### src/sv/sbpg_pkg.sv
`timescale 1ns / 1ps
`default_nettype none

package sbpg_pkg;

  // point count register
  localparam int unsigned PC_WIDTH = 7;
  localparam logic [PC_WIDTH-1:0] PC_RESET = 7'd8;

  // reported point index width
  localparam int unsigned INDEX_WIDTH = 6;

  // number of fraction bits in every coordinate
  localparam int unsigned FRAC_BITS = 12;

endpackage : sbpg_pkg

`default_nettype wire

### src/sv/sbpg_blend.sv
`timescale 1ns / 1ps
`default_nettype none

// one coordinate of a bisection point:
// floor((start * 2^lvl + (end - start) * knum) / 2^lvl)
module sbpg_blend #(
  parameter int unsigned COORD_WIDTH = 16,
  parameter int unsigned LVL_W       = 3,
  parameter int unsigned KNUM_W      = 7
) (
  input  wire logic signed [COORD_WIDTH-1:0] seg_start,
  input  wire logic signed [COORD_WIDTH-1:0] seg_end,
  input  wire logic        [LVL_W-1:0]       lvl,
  input  wire logic        [KNUM_W-1:0]      knum,
  output logic signed      [COORD_WIDTH-1:0] point
);

  localparam int unsigned NUM_W = COORD_WIDTH + KNUM_W + 2;

  logic signed [COORD_WIDTH:0] diff;
  logic signed [KNUM_W:0]      k_s;
  logic signed [NUM_W-1:0]     diff_ext;
  logic signed [NUM_W-1:0]     k_ext;
  logic signed [NUM_W-1:0]     prod;
  logic signed [NUM_W-1:0]     base;
  logic signed [NUM_W-1:0]     num;
  logic signed [NUM_W-1:0]     shifted;

  always_comb begin
    diff     = $signed({seg_end[COORD_WIDTH-1], seg_end})
             - $signed({seg_start[COORD_WIDTH-1], seg_start});
    k_s      = $signed({1'b0, knum});
    diff_ext = NUM_W'(diff);
    k_ext    = NUM_W'(k_s);
    prod     = diff_ext * k_ext;
    base     = NUM_W'(seg_start) <<< lvl;
    num      = base + prod;
    // arithmetic shift floors toward minus infinity
    shifted  = num >>> lvl;
    point    = shifted[COORD_WIDTH-1:0];
  end

endmodule : sbpg_blend

`default_nettype wire

### src/sv/segment_bisection_point_generator_top.sv
`timescale 1ns / 1ps
`default_nettype none

// channel   direction  handshake            payload
// -------   ---------  -------------------  ----------------------------------------
// in        sink       in_valid / in_ready  start_x/y/z, end_x/y/z
// out       source     out_valid/out_ready  point_x/y/z, point_index, last_point
// cfg       sink       cfg_we               cfg_wdata (point_count)
//
// one point per cycle while out_ready is high: a segment occupies the point generator
// for point_count points (saturated to MAX_POINTS), so the segment register and its
// index counter set the rate; a zero-count segment emits nothing
// a new segment is taken in the same cycle its last point moves to the output
// register, so consecutive segments stream with no gap
// rst is synchronous: clears valid flags and loads point_count with 8
// when out_ready is low the output register holds and the generator stalls
module segment_bisection_point_generator_top
  import sbpg_pkg::*;
#(
  parameter int unsigned MAX_POINTS  = 64,
  parameter int unsigned COORD_WIDTH = 16
) (
  input  wire logic                          clk,
  input  wire logic                          rst,

  input  wire logic                          cfg_we,
  input  wire logic [PC_WIDTH-1:0]           cfg_wdata,

  input  wire logic                          in_valid,
  output logic                               in_ready,
  input  wire logic signed [COORD_WIDTH-1:0] start_x,
  input  wire logic signed [COORD_WIDTH-1:0] start_y,
  input  wire logic signed [COORD_WIDTH-1:0] start_z,
  input  wire logic signed [COORD_WIDTH-1:0] end_x,
  input  wire logic signed [COORD_WIDTH-1:0] end_y,
  input  wire logic signed [COORD_WIDTH-1:0] end_z,

  output logic                               out_valid,
  input  wire logic                          out_ready,
  output logic signed [COORD_WIDTH-1:0]      point_x,
  output logic signed [COORD_WIDTH-1:0]      point_y,
  output logic signed [COORD_WIDTH-1:0]      point_z,
  output logic [INDEX_WIDTH-1:0]             point_index,
  output logic                               last_point
);

  // count holds 0..MAX_POINTS, also the bit length of the largest position
  localparam int unsigned CNT_W  = $clog2(MAX_POINTS + 1);
  localparam int unsigned IDX_W  = (MAX_POINTS > 1) ? $clog2(MAX_POINTS) : 1;
  localparam int unsigned LVL_MAX = CNT_W;
  localparam int unsigned LVL_W  = $clog2(LVL_MAX + 1);
  localparam int unsigned KNUM_W = LVL_MAX;

  // configuration register
  logic [PC_WIDTH-1:0] point_count;

  // segment register and point sequencer
  logic                          active;
  logic [IDX_W-1:0]              idx;
  logic [LVL_W-1:0]              lvl;
  logic [KNUM_W-1:0]             knum;
  logic signed [COORD_WIDTH-1:0] s_x, s_y, s_z;
  logic signed [COORD_WIDTH-1:0] e_x, e_y, e_z;

  logic                          advance;
  logic                          in_xfer;
  logic [CNT_W-1:0]              n_eff;
  logic                          is_last;
  logic [KNUM_W:0]               lvl_pow;
  logic                          lvl_wrap;
  logic signed [COORD_WIDTH-1:0] gen_x, gen_y, gen_z;

  // count saturates at MAX_POINTS; it is to be changed only while idle, which the block itself does not enforce
  always_comb begin
    if (32'(point_count) > 32'(MAX_POINTS)) begin
      n_eff = CNT_W'(MAX_POINTS);
    end else begin
      n_eff = CNT_W'(point_count);
    end
  end

  assign is_last  = (CNT_W'(idx) + CNT_W'(1)) == n_eff;
  // output register free, or its point leaves this cycle
  assign advance  = !out_valid || out_ready;
  assign in_ready = !active || (advance && is_last);
  assign in_xfer  = in_valid && in_ready;

  // numerator runs over the odd values below 2^lvl, then the level steps up
  assign lvl_pow  = (KNUM_W + 1)'(1) << lvl;
  assign lvl_wrap = knum == KNUM_W'(lvl_pow - (KNUM_W + 1)'(1));

  always_ff @(posedge clk) begin
    if (rst) begin
      point_count <= PC_RESET;
    end else if (cfg_we) begin
      point_count <= cfg_wdata;
    end
  end

  always_ff @(posedge clk) begin
    if (rst) begin
      active <= 1'b0;
    end else if (in_xfer) begin
      // a zero count consumes the segment without emitting a point
      active <= n_eff != '0;
    end else if (active && advance && is_last) begin
      active <= 1'b0;
    end
  end

  always_ff @(posedge clk) begin
    if (in_xfer) begin
      idx  <= '0;
      lvl  <= LVL_W'(1);
      knum <= KNUM_W'(1);
      s_x  <= start_x;
      s_y  <= start_y;
      s_z  <= start_z;
      e_x  <= end_x;
      e_y  <= end_y;
      e_z  <= end_z;
    end else if (active && advance) begin
      idx <= idx + IDX_W'(1);
      if (lvl_wrap) begin
        lvl  <= lvl + LVL_W'(1);
        knum <= KNUM_W'(1);
      end else begin
        knum <= knum + KNUM_W'(2);
      end
    end
  end

  // one blend unit per axis
  sbpg_blend #(
    .COORD_WIDTH(COORD_WIDTH),
    .LVL_W      (LVL_W),
    .KNUM_W     (KNUM_W)
  ) u_blend_x (
    .seg_start(s_x),
    .seg_end  (e_x),
    .lvl      (lvl),
    .knum     (knum),
    .point    (gen_x)
  );

  sbpg_blend #(
    .COORD_WIDTH(COORD_WIDTH),
    .LVL_W      (LVL_W),
    .KNUM_W     (KNUM_W)
  ) u_blend_y (
    .seg_start(s_y),
    .seg_end  (e_y),
    .lvl      (lvl),
    .knum     (knum),
    .point    (gen_y)
  );

  sbpg_blend #(
    .COORD_WIDTH(COORD_WIDTH),
    .LVL_W      (LVL_W),
    .KNUM_W     (KNUM_W)
  ) u_blend_z (
    .seg_start(s_z),
    .seg_end  (e_z),
    .lvl      (lvl),
    .knum     (knum),
    .point    (gen_z)
  );

  // output register: valid flag
  always_ff @(posedge clk) begin
    if (rst) begin
      out_valid <= 1'b0;
    end else if (advance) begin
      out_valid <= active;
    end
  end

  // output register: payload, loaded only with a fresh point
  always_ff @(posedge clk) begin
    if (advance && active) begin
      point_x     <= gen_x;
      point_y     <= gen_y;
      point_z     <= gen_z;
      point_index <= INDEX_WIDTH'(idx);
      last_point  <= is_last;
    end
  end

  // a segment with points is in the sequencer right after its transfer
  a_load_starts : assert property (@(posedge clk) disable iff (rst)
    (in_xfer && n_eff != '0) |=> active)
    else $error("segment with points did not start");

  // numerator stays odd while points are generated
  a_knum_odd : assert property (@(posedge clk) disable iff (rst)
    active |-> knum[0])
    else $error("bisection numerator is even");

  // a pending non-final point means the segment still has points to go
  a_more_points : assert property (@(posedge clk) disable iff (rst)
    (out_valid && !last_point) |-> active)
    else $error("segment ended before its last point");

endmodule : segment_bisection_point_generator_top

`default_nettype wire

### config.mk
export PLATFORM = sky130hd
export DESIGN_NAME = segment_bisection_point_generator_top
export DESIGN_NICKNAME = d
export VERILOG_FILES = /design/src/sv/sbpg_pkg.sv /design/src/sv/sbpg_blend.sv /design/src/sv/segment_bisection_point_generator_top.sv
export SDC_FILE = /design/constraint.sdc
export NUM_CORES = 1
export LEC_CHECK = 0
export ABC_AREA = 1
export BUFFER_PORTS_ARGS = -buffer_cell sky130_fd_sc_hd__buf_2
export CORE_UTILIZATION = 55
export CTS_CLUSTER_DIAMETER = 80
export DETAILED_ROUTE_END_ITERATION = 10
export PLACE_DENSITY_LB_ADDON = 0.2
export RECOVER_POWER = 100
export SLEW_MARGIN = 20
export SYNTH_ARGS = -nofsm -noshare
export SYNTH_HDL_FRONTEND = slang
export SYNTH_SLANG_ARGS = --single-unit
### constraint.sdc
create_clock -name clk -period 7.1 [get_ports clk]
set_input_delay 0.355 -clock clk [delete_from_list [all_inputs] [get_ports clk]]
set_output_delay 0.355 -clock clk [all_outputs]
set_load 0.05 [all_outputs]
==> results.md <==
- Crit start category: flip-flop
- Post-Syn Nets: ~4000
- H-tree depth reported by CTS: 4
- Clk_skew: roughly 0.016 ns
- First-pass iteration count of the detailed router: 9
- Layout filler cell count: 4319
- Crit path time final: 6.79 ns
- Total Nets Final: about 4200
- Die Y-Extent: around 220 µm
- Max clock buf depth: 2
- Max transition margin: -0.435
- # Post-CTS Setup Buffers: 0
- Outcome: finished, violations left
- Crit share post-route: 0.957
- Mapped cell area: 26200 µm²
- Number of max-cap violations: 3
- Initial antenna violation count: 0
- Fmax: 0.147 GHz
- Clk root buf: clkbuf_16
- HP Start: end_x[5]
- WP data required: 7.27 ns
- Seq/Total Area, Yosys: 0.192
- Critical path startpoint: s_x[0]
- Routed WL: around 73000 µm
- Failing checks: design-rule violations, max-capacitance violations, max-slew violations
- Post-synth top cells: nand2_1 (811), inv_1 (629), fa_1 (324)
- WL met1: 27300 µm
- Final Hold Fails: 0
- Crit-path max FO: 6
- Starting Density: 0.560
- Count of final setup violators: 0
- Gpl congestion: 0.958
- Yosys warns: 0
- Vias per cell: ~5.5
- Initial DRC Count: 1461
- Total negative slack: 0 ns
- CTS tree: built
- Slew Limit Fails: about 150
- Clock transition at path regs: 0.08 ns
- Die area: 48500 µm²
- Worst slew pin tran: 2.14 ns
- Ratio of cells with drive above 1 in the final layout: 0.0617
- Largest cells by area after synthesis: fa_1 (25%), edfxtp_1 (17%), nand2_1 (12%), ha_1 (9.6%), inv_1 (9.0%)
- Wirelength per Cell: 17.5 µm
- Worst-skew pair later-pin latency: 0.50 ns
- Post-synth ARST share: 0
- Syn avg cell area: approximately 7.6 µm²
- Num CTS Buffers: 17
- ANT nets after route: 0
- Num rows: between 70 and 80
- Cell with the most instances after synthesis: nand2_1
- Netlist cell types: 50
- Vias in the first global route: ~24000
- DR WL met3: ~3100 µm
- R2r startpoint: s_x[0]
- Area share of the largest cell type after synthesis: 0.248
- Top Layer Used: met4
- Buffers on Ports: about 160
- Post-synth EDFFs: between 150 and 200
- Post-synth top flop: edfxtp_1
- Die Wd: 220 µm
- Largest net degree at the start of global routing: a little under 70
- Total GRT Usage: 0.321
- Worst EP arrival: 6.97 ns
- WS Path Type: flip-flop to flip-flop
- WL met2: 38800 µm
- Core area: ~47000 µm²
- DRC: 2
- Synth area leader: fa_1
- Sink Count: 176
- Post-synthesis cell count: ~3500
- P&R area growth vs syn: 7.20%
- Hold_buf cts: 0
- Crit path capture type: flip-flop
- Worst hold path class: input pin to flip-flop
- Via Count: 23000
- IO Pins: roughly 170
- Synthesized flop and latch total: 176
- # diodes: 0
- DP HPWL: 59300 µm
- Total grt overflow: 0
- RSZ-0062 raised after global routing: no
- CTS resizes: 0
- First-pass GRT wire length: 120000 µm
## worst max-delay path, cell delays in order, from the launching register on
cell and delay [ns]:
edfxtp_1 0.48, ha_1 0.29, fa_1 0.42, inv_1 0.07, nand2_1 0.05, nand2_1 0.08, nand2_1 0.08, nor2_1 0.11
nor2_1 0.06, xnor2_1 0.55, nand2_1 0.16, fa_1 0.53, inv_1 0.06, fa_1 0.54, inv_1 0.05, fa_1 0.46
fa_1 0.52, inv_1 0.05, ha_1 0.36, a21oi_1 0.22, o21ai_0 0.18, a21oi_1 0.26, xor2_1 0.31, inv_1 0.10
nand2_1 0.09, nand3_1 0.09, nand3_1 0.14, o21ai_0 0.17
## path summary, 6_finish.rpt
kind / depth (start not counted) / end / slack (ns)
min reg2reg: 2 / point_count[5] / 0.48
min: 1 / e_x[5] / 0.02
max reg2reg: 27 / point_x[5] / 0.31
max: 27 / point_x[5] / 0.31
## flip-flops by register name, indices dropped and copies added, names as in the netlist, 7 cells and up
name	count
s_x	16
point_z	16
e_z	16
point_count	7
s_z	16
s_y	16
point_x	16
e_y	16
e_x	16
point_y	16
knum	7
## metal layers
layer / global-route usage / vias to the layer above
li1: - / 11100
met1: 0.347 / 11100
met2: 0.596 / 670
met3: 0.0430 / 229
met4: 0.187 / 0
met5: 0 / -
## layout make-up
| class | instances | area [µm²] | area share |
|---|---|---|---|
| Sequential cell | 176 | 5050 | 0.180 |
| Clock buffer | 23 | 479 | 0.0171 |
| Tap cell | 607 | 759 | 0.0271 |
| Multi-Input combinational cell | 2536 | 18300 | 0.653 |
| Timing Repair Buffer | 199 | 997 | 0.0355 |
| Inverter | 637 | 2390 | 0.0853 |
| Clock inverter | 9 | 71.3 | 0.00254 |
## stage by stage
stage | setup WS [ns] | hold WS (ns) | util | instances | cell area, µm²
2_1_floorplan | 1.37 | 0.424 | - | 3456 | 26200
3_3_place_gp | 0.508 | 0.469 | 0.591 | 4155 | 27600
3_5_place_dp | 0.446 | 0.467 | 0.591 | 4155 | 27600
4_1_cts | 0.422 | 0.0102 | 0.603 | 4187 | 28200
5_1_grt | 0.00486 | 0.0147 | 0.601 | 4187 | 28100
6_report | 0.307 | 0.0240 | 0.601 | 4187 | 28100
## logic make-up (layout without fill, tap and decap cells)
family / after synthesis / in the layout / synth area share
flops: 176 / 176 / 0.192
xor+xnor: 87 / 87 / 0.0291
buf+inv: 744 / 868 / 0.107
compound gates: 423 / 423 / 0.0854
fa+ha+maj: 524 / 524 / 0.343
mux: 19 / 19 / 0.00726
simple gates: 1483 / 1483 / 0.236
## cell usage in the layout, fill, tap and decap left out, types with 2 or more instances in the layout
cell type   count
and3_1          2
o21ai_0       234
or2_1           2
nand2_1       814
edfxtp_1      151
inv_6           4
ha_1          200
o31ai_1         4
or2_2          44
and2_1          2
clkinvlp_2      2
dfxtp_4         3
o21bai_1        5
dfxtp_1        22
nor3_1         16
nor2_1        312
xnor2_1        27
buf_2         100
nand4_1        22
xor2_1         60
inv_4           3
clkbuf_1       69
mux2i_1        19
nand3_1       245
inv_1         628
a21oi_1       139
clkbuf_16      18
o21a_1          7
o21ai_1         6
inv_2           6
o211ai_1        6
a21o_1          7
nand3b_1       17
clkinv_4        2
fa_1          324
a31oi_1         7
buf_4          33
Power is left out: the tool's default activity adds up to more than one toggle a clock period on the data nets, which glitch-free logic cannot reach.
